## config.mk

```make
export PLATFORM = sky130hd
export DESIGN_NAME = sles_cell
export DESIGN_NICKNAME = d
export VERILOG_FILES = /design/src/design/sles_pkg.sv /design/src/design/sles_cell.sv
export SDC_FILE = /design/constraint.sdc
export NUM_CORES = 1
export LEC_CHECK = 0
export ABC_AREA = 1
export CORE_AREA = 2 2 106 108
export DETAILED_ROUTE_END_ITERATION = 8
export DIE_AREA = 0 0 108 110
export DONT_BUFFER_PORTS = 1
export PLACE_DENSITY = 0.7
export SYNTH_ARGS = -nofsm -noshare
export SYNTH_HDL_FRONTEND = slang
export SYNTH_SLANG_ARGS = --single-unit
```

## constraint.sdc

```tcl
create_clock -name clk -period 3.1 [get_ports clk]
set_input_delay 0.465 -clock clk [delete_from_list [all_inputs] [get_ports clk]]
set_output_delay 0.465 -clock clk [all_outputs]
set_load 0.01 [all_outputs]
```

## src/design/sles_pkg.sv

```systemverilog
// Shared types, constants and codes for the sorted leaf entry store.
`default_nettype none

package sles_pkg;

    localparam int CAPACITY = 32;
    localparam int IDX_W    = $clog2(CAPACITY);
    localparam int CNT_W    = $clog2(CAPACITY + 1);
    localparam int POS_W    = 6;
    localparam int TOT_W    = 6;
    localparam int CMP_W    = (CNT_W > POS_W) ? CNT_W : POS_W;

    typedef enum logic [2:0] {
        CMD_INSERT      = 3'd0,
        CMD_REMOVE_KEY  = 3'd1,
        CMD_REMOVE_PAIR = 3'd2,
        CMD_SPLIT       = 3'd3,
        CMD_PEEK        = 3'd4
    } cmd_e;

    typedef enum logic [1:0] {
        STATUS_OK        = 2'd0,
        STATUS_NOT_FOUND = 2'd1,
        STATUS_FULL      = 2'd2,
        STATUS_BAD_SPLIT = 2'd3
    } status_e;

    typedef enum logic [1:0] {
        OP_HOLD,
        OP_INSERT,
        OP_REMOVE,
        OP_ROTATE
    } cell_op_e;

    typedef enum logic {
        ST_IDLE,
        ST_SPLIT
    } state_e;

    typedef struct packed {
        logic [2:0]         command;
        logic signed [31:0] key;
        logic [31:0]        record_id;
        logic [POS_W-1:0]   split_position;
    } item_t;

    typedef struct packed {
        logic [1:0]         status;
        logic signed [31:0] out_key;
        logic [31:0]        out_record_id;
        logic [TOT_W-1:0]   entry_total;
        logic               last;
    } result_t;

    typedef struct packed {
        logic signed [31:0] key;
        logic [31:0]        rid;
    } entry_t;

    typedef struct packed {
        cell_op_e           op;
        logic               exact;
        entry_t             fresh;
        logic [CNT_W-1:0]   count;
    } cell_ctrl_t;

    typedef struct packed {
        logic moves;
        logic seen;
    } link_t;

endpackage

`default_nettype wire

```

## src/design/sles_cell.sv

```systemverilog
// One storage cell of the entry chain: holds one entry and shifts with its neighbors.
`default_nettype none

module sles_cell (
    input  wire                      clk,
    input  wire  [sles_pkg::IDX_W-1:0] idx,
    input  sles_pkg::cell_ctrl_t     ctrl,
    input  sles_pkg::entry_t         left_entry,
    input  sles_pkg::link_t          left_link,
    input  sles_pkg::entry_t         right_entry,
    output sles_pkg::entry_t         entry,
    output sles_pkg::link_t          link
);
    import sles_pkg::*;

    entry_t entry_reg;
    entry_t entry_next;
    logic   occupied;
    logic   greater;
    logic   match;

    always_comb
    begin
        occupied  = CNT_W'(idx) < ctrl.count;
        greater   = occupied && ($signed(entry_reg.key) > $signed(ctrl.fresh.key));
        match     = occupied && (entry_reg.key == ctrl.fresh.key)
                    && (!ctrl.exact || (entry_reg.rid == ctrl.fresh.rid));
        link.moves = !occupied || greater;
        link.seen  = left_link.seen || match;
    end

    always_comb
    begin
        entry_next = entry_reg;
        case (ctrl.op)
            OP_INSERT:
            begin
                if (link.moves)
                begin
                    entry_next = left_link.moves ? left_entry : ctrl.fresh;
                end
            end
            OP_REMOVE:
            begin
                if (link.seen)
                begin
                    entry_next = right_entry;
                end
            end
            OP_ROTATE:
            begin
                entry_next = right_entry;
            end
            default:
            begin
                entry_next = entry_reg;
            end
        endcase
    end

    always_ff @(posedge clk)
    begin
        entry_reg <= entry_next;
    end

    assign entry = entry_reg;

endmodule

`default_nettype wire
```

# After elaboration in Yosys (flattened, before gate mapping)

Index checks and enable logic that the tools add are counted.

Register bits after elaboration: 64
Word-level logic and storage cells: 25

Reductions and logical operators: 10
Equality and inequality tests: 7
Magnitude comparators: 2
Mux-type cells: 4

Operator list:

| operator                                                               | number |
|---|---|
| 64-bit two-way mux                                                     | 3 |
| 64-bit one-hot mux with 3 select lines                                 | 1 |
| 32-bit equality test                                                   | 2 |
| 32-bit > comparator                                                    | 1 |
| 5-bit by 6-bit less-than comparator with 1-bit output                  | 1 |
| 2-bit equality test (second input constant)                            | 2 |
| 2-bit != test (second input constant)                                  | 2 |
| 1-bit logical AND                                                      | 3 |
| 1-bit logical OR                                                       | 3 |
| 3-bit AND reduction                                                    | 1 |
| 3-bit nonzero test                                                     | 1 |
| 2-bit by 1-bit equality test with 1-bit output (second input constant) | 1 |
| 1-bit logical NOT                                                      | 2 |

# Logic depth before layout (Yosys ltp)

Gate-level depths: netlist (run 1).

Word-level depth: 6
Mapped depth: 18
Mapped depth without buffers: 18

# Worst setup path after synthesis (run 1)

No wires, ideal clock.

Path kind: input -> register
Start: input port ctrl[69] (netlist bit)
End: register entry_reg (netlist bit entry[0]), enable pin
Data arrival time: 2,977 ps
Setup slack: -301 ps
Stages: 12
Required time: 2,676 ps
Library setup time: 424 ps
Cells stage by stage: inv_1 ha_1 nand2_1 nor2_2 nand2_2 nor3b_2 nand2_1 nand3_1 nand3_2 nand2_2 nand2_1 nand2_1

RTL lines:

| what                 | RTL line        | source |
|---|---|---|
| start, declared      | sles_cell.sv:7  | `input sles_pkg::cell_ctrl_t ctrl,` |
| end signal, assigned | sles_cell.sv:63 | `entry_reg <= entry_next;` |
| end, declared        | sles_cell.sv:16 | `entry_t entry_reg;` |

# Worst setup path in the final report (run 1)

Start: register entry_reg (netlist bit entry[39])
End: register entry_reg (netlist bit entry[6]), enable pin

Longest elaborated chain between the ends: 6
Elaborated cells between the ends (all ways): 10

RTL lines:

| what |
|---|
| branches (longest 5 deep; another with 32-bit > comparator) |
| 3-bit AND reduction (no source line) (*) |

Every way passes the cells marked *.
A chain may end at the register's enable or synchronous reset.

==> flow_summary.toml, run 1 <==
[setup_path]
cp-end-kind = "flip-flop"
cp_cell_sequence = "ha_1, nand2_1, nor2_1, nand4_1, nor2_1, nand2_1, nor2_1, nand2_1, nand3b_1, nand2_1, nand2_2, buf_4"
cp_num_buf_inv = 1
cp_common_cell = "nand2_1"
cp-start-kind = "flip-flop"
cp_slowest_cell = "edfxtp_1"
worstPathRequired_ns = 3.10
criticalPathCategory = "flip-flop to flip-flop"
path_max_fanout = 30
critical_path_arrival_ns = 2.59
critPathTopFamily = "simple AND/OR/NAND/NOR gates"
cp_slowest_stage_delay_ns = 0.45

[sta]
tns_ns = 0
whs_ns = 0.2977
layout_setup_ws_ns = 0.5052
drv_slew = 0
worst_pin_slew_ns = 0.5908
skew_ns = 0.02033
hold_viol = 0
setup_viol = 0
fin_crit_ns = 2.595
max-slew-margin-rel = 0.6056
fmax_mhz = 385.4
fin_crit_sh = 0.8370
rsz0062_at_grt = "false"

[detailed_routing]
routed_wl_microns = 13010
top_layer_used = "met4"
drt-initial-drc-count = 225
final_antenna_net_count = 0
routed-wl-met2_microns = 6460
vias_per_cell = 5.603
detail_route.first_pass.iterations = 6
wl_met1_microns = 5353
wl_per_cell_microns = 18.32
wl_met3_microns = 985
drc = 0
vias = 3978

[synthesis]
synth-edff-count = 64
synthMuxAreaShare = 0
yosysMostFrequentCell = "nand2_1"
synth_seq_area_share = 0.4056
synthAdderAreaFrac = 0.09506
syn-cell-area_sq_um = 4738
synth-compound-area-share = 0.1988
synth.distinct_cells = 32
synthTopCellsByArea = "edfxtp_1, nand2_1, ha_1"
synthArstFlopShare = 0
synthCells = 579
synth_xor_area_frac = 0.04436
synth_top_family_by_area = "compound AO/OA/AOI/OAI gates"
avgSynthCellArea_sq_um = 8.184
ys_ff_latch = 64
synth_warnings = 0
synth_ff_type = "edfxtp_1"
synth_commonest_cells = "nand2_1, a21oi_1, edfxtp_1, inv_1, nor2_1"
synth_top_area_frac = 0.4056
yosys.area.top_type = "edfxtp_1"
yosys.area_share.simple = 0.1806
syn_nets = 824

[finish]
regArea_sq_um = 1922
syn_to_final_growth_pct = 5.334
drive_above_1_share = 0.05965
fin_area_sq_um = 4991
nets = 811
fillers = 1067
fin_cells = 710
multi_input_comb_area_sq_um = 2461
largest_register_ff_count = 64
insertedDiodeCount = 0

[floorplan]
fp.dieW_microns = 108
core-area_sq_um = 10700
fp.dieH_microns = 110
io_pins = 275
fp-row-count = 38
die_area_sq_um = 11880
initial_utilization = 0.4429

[placement]
placed_cells = 695
place_hpwl_microns = 9799
dpl_cell_area_sq_um = 4837
place_congestion = 0.8650
port_buffers = 0
pre_cts_ws_ns = 0.4925

[clocking]
cts_hold_buf = 0
clk_latency_ns = 0.35
cts.repair.resized = 0
cts_buffer_depth = 2
post_cts_buffers = 0
cts_made_buffers = 9
root_buffer = "clkbuf_8"
clk_transition_reported_paths_ns = 0.09
tritoncts = "done"
htreeDepth = 3
cts.sinks = 64

[pwr]
ir_drop_uv = 197.1
leakage_nw = 2.077
power_density_nw_per_um2 = 474.6

[worst_hold_path]
hold_path_class = "primary input to flip-flop"

[global_route]
antenna_found_initial = 0
grt_pass1_vias = 3839
overflow = 0
grt_pass1_wl_microns = 18530
grt_max_degree = 96
track_usage = 0.2056

[flow_run]
cap_violations = 0

[run_status]
outcome = "completed"
[report_power, final]
part | switching, mW | internal (mW) | leakage (nW) | total (mW)
sequential | 0.147 | 1.11 | 0.628 | 1.25
combinational | 0.290 | 0.215 | 1.37 | 0.504
clock | 0.328 | 0.282 | 0.0789 | 0.611
[layout make-up]
cell class	instances	area share
clock buffer	11	0.02632
clock inverter	4	0.004512
inverter	63	0.04738
multi-input combinational	424	0.4931
sequential	64	0.3851
tap	140	0.03510
timing repair buffer	4	0.008523
[final timing paths]
| check | startpoint | to | slack [ns] | depth (start not counted) |
|---|---|---|---|---|
| setup / recovery | entry[39] | entry[6] | 0.51 | 12 |
| setup reg to reg | entry[39] | entry[6] | 0.51 | 12 |
| hold reg to reg | entry[63] | entry[52] | 1.41 | 7 |
| hold / removal | right_entry[51] | entry[51] | 0.30 | 1 |
[routing by layer]
layer	global-route usage	vias up
li1	-	1931
met1	0.2380	1855
met2	0.3670	179
met3	0.04644	13
met4	0.08700	0
met5	0	-
[placed cells by master (no fill, tap or decap), drive strengths merged, types with 2 or more instances in the layout]
master / Yosys / layout
nor2: 59 / 59
nand3: 6 / 6
o211ai: 30 / 30
xor2: 2 / 2
nand4: 3 / 3
xnor2: 22 / 22
o21ai: 9 / 9
edfxtp: 64 / 64
buf: 15 / 4
inv: 63 / 63
or2: 3 / 3
a21oi: 82 / 82
nand2: 134 / 134
ha: 36 / 36
a21o: 2 / 2
o21a: 32 / 32
clkbuf: 13 / 11
clkinv: 0 / 3
[logic make-up after synthesis]
group,after synthesis
AOI/OAI and AO/OA,155
adders and majority gates,36
DFF,64
and+or+nand+nor,209
xor gates and xnor gates,24
buffers and inverters,91
[per-stage QoR]
stage | power [mW] | utilization
after global placement | 1.759 | 0.4522
after CTS | 2.402 | 0.4666
final | 2.369 | 0.4666
after global routing | 2.515 | 0.4666
after detailed placement | 1.780 | 0.4522
after floorplan | 1.659 | -
[worst register-to-register path, cell delays in order, from the launching register on]
cell and delay, ns:
edfxtp_1 0.45, ha_1 0.32, nand2_1 0.07, nor2_1 0.15, nand4_1 0.14, nor2_1 0.19, nand2_1 0.12, nor2_1 0.12
nand2_1 0.08, nand3b_1 0.08, nand2_1 0.06, nand2_2 0.09, buf_4 0.36
No activity file was read; power rests on OpenSTA's default activity.
==> run 2, diff against run 1 <==
ABC_AREA = 0   (was 1)
CORE_AREA = 2 2 107 109   (was 2 2 106 108)
DIE_AREA = 0 0 109 111   (was 0 0 108 110)
PLACE_DENSITY = 0.67   (was 0.7)
clock period = 2.3 ns   (was 3.1 ns; I/O delays follow)
==> flow_summary.toml, run 2 <==
[finish]
final_common_cell = "buf_4"
final_cell_mix = "buf_4, nand2_1, o21ai_0"
fin_cells = 731
fillers = 984
nets = 828
syn_to_final_growth_pct = 35.47
largest_register_ff_count = 64
insertedDiodeCount = 0
drive_above_1_share = 0.2772
fin_area_sq_um = 6175

[synthesis]
syn_nets = 704
synth_xor_area_frac = 0.06149
syn-cell-area_sq_um = 4558
synth_ff_type = "edfxtp_1"
yosys.area_share.simple = 0.1027
ys_ff_latch = 64
synth_seq_area_share = 0.4216
synth-compound-area-share = 0.1230
avgSynthCellArea_sq_um = 9.931
synth_top_area_frac = 0.4216
synthTopCellsByArea = "edfxtp_1, mux2i_1, ha_1"
synth_warnings = 0
synthMuxAreaShare = 0.1405
yosys.area.top_type = "edfxtp_1"
synthAdderAreaFrac = 0.09882
synthArstFlopShare = 0
synth_commonest_cells = "nand2_1, o21ai_0, edfxtp_1, mux2i_1, inv_1"
synth.distinct_cells = 33
yosysMostFrequentCell = "nand2_1"
synth_top_family_by_area = "multiplexers"
synth-edff-count = 64
synthCells = 459

[pwr]
leakage_nw = 2.881
ir_drop_uv = 385.6
p_total_mw = 4.086
power_density_nw_per_um2 = 661.8

[clocking]
htreeDepth = 3
tritoncts = "done"
cts.sinks = 64
clk_latency_ns = 0.32
cts_buffer_depth = 2
cts_made_buffers = 9
cts_hold_buf = 0
clk_transition_reported_paths_ns = 0.06
root_buffer = "clkbuf_16"

[floorplan]
die_area_sq_um = 12100
fp.dieH_microns = 111
initial_utilization = 0.4115
io_pins = 275
fp.dieW_microns = 109
core-area_sq_um = 11080
fp-row-count = 39

[detailed_routing]
routed_wl_microns = 13780
detail_route.first_pass.iterations = 4
drc = 0
wl_per_cell_microns = 18.86
vias_per_cell = 5.405
drt-initial-drc-count = 114
vias = 3951
final_antenna_net_count = 0

[worst_hold_path]
hold_start = "right_entry[7]"
whs_path_depth = 2
min_to = "entry[7]"
hold_path_class = "primary input to flip-flop"

[sta]
fin_crit_ns = 2.884
rsz0062_at_grt = "true"
whs_ns = 0.2147
hold_viol = 0
drv_slew = 0
fmax_mhz = 346.8
skew_ns = 0.006112
worst_pin_slew_ns = 0.3549
setup_viol = 66
fin_crit_sh = 1.254
max-slew-margin-rel = 0.7609
layout_setup_ws_ns = -0.5835

[global_route]
grt_max_degree = 130
grt_pass1_wl_microns = 19540
overflow = 0
track_usage = 0.2126
grt_pass1_vias = 4032
antenna_found_initial = 0

[placement]
placed_cells = 696
port_buffers = 0
place_hpwl_microns = 10140
place_congestion = 0.8686
dpl_cell_area_sq_um = 5570

[setup_path]
reg2reg_slack_ns = -0.54
cp-start-kind = "flip-flop"
r2r_end = "entry[32]"
cp_slowest_stage_delay_ns = 0.51
critical_path_arrival_ns = 2.54
cp-end-kind = "output port"
criticalPathCategory = "flip-flop to output port"
worstPathRequired_ns = 1.96
cp_cell_sequence = "ha_1, nand4_1, or4_4, a21o_1, o211ai_1, a21oi_1, o31ai_2, buf_4"
cp_slowest_cell = "or4_4"
r2r_start = "entry[42]"
path_max_fanout = 2
rr_worst_depth = 11

[run_status]
violations = "setup timing"
outcome = "finished with violations"

[flow_run]
cap_violations = 0
## run 2: how the worst max path moves through the flow
stage                   start        end  slack, ns  depth (start not counted)
floorplan           entry[46]   entry[0]      -0.99                          7
global placement    entry[19]  entry[13]      -0.53                          9
detailed placement  entry[19]  entry[24]      -0.49                          9
CTS                 entry[42]    link[1]      -0.55                          8
global route        entry[46]    link[1]      -0.69                          8
finish              entry[42]    link[1]      -0.58                          8
## run 2: kinds of logic after synthesis
family	Yosys count
AO/OA/AOI/OAI	101
XOR/XNOR	32
adder cells (fa/ha/maj)	36
buffers and inverters	61
flip-flops	64
multiplexers	64
AND/OR/NAND/NOR	101
## run 2: area by class of cell
cell class / count / area, sq um / share of cell area
Timing Repair Buffer: 134 / 1154 / 0.1868
Sequential cell: 64 / 1922 / 0.3112
Clock buffer: 10 / 229.0 / 0.03708
Multi-Input combinational cell: 334 / 2481 / 0.4018
Clock inverter: 6 / 60.06 / 0.009726
Inverter: 40 / 150.1 / 0.02432
Tap cell: 143 / 178.9 / 0.02898
## run 2: timing repair
| action | CTS | global route |
|---|---|---|
| gates cloned | 2 | 4 |
| endpoints found under the setup margin | 66 | 66 |
| gates resized for setup | 4 | 16 |
| pin swaps | 4 | 9 |
| setup buffers | 7 | 11 |
## run 2: stage by stage
stage               setup WS [ns]  TNS, ns    util
finish                    -0.5835   -31.22  0.5574
global route              -0.6945   -39.40  0.5574
global placement          -0.5319   -33.68  0.5029
CTS                       -0.5472   -29.63  0.5404
detailed placement        -0.4876   -30.92  0.5029
floorplan                 -0.9869   -63.22       -
## run 2: per-layer routing
layer  global-route usage  routed length, microns
met1               0.2239                    5210
met2               0.3946                    7340
met3              0.05056                     971
met4              0.08718                     262
met5                    0                       0
## run 2: worst max-delay path, delay by kind of cell, from the launching register on
kind,cells,cell delay [ns]
adders and majority gates,1,0.31
DFF,1,0.40
AOI/OAI and AO/OA,4,0.68
and+or+nand+nor,2,0.65
buffers and inverters,1,0.16
## run 2: power breakdown
part,internal (mW),switching [mW],total [mW]
clock network,0.832,0.486,1.32
logic,0.656,0.524,1.18
registers,1.48,0.103,1.59
total,2.97,1.11,4.09
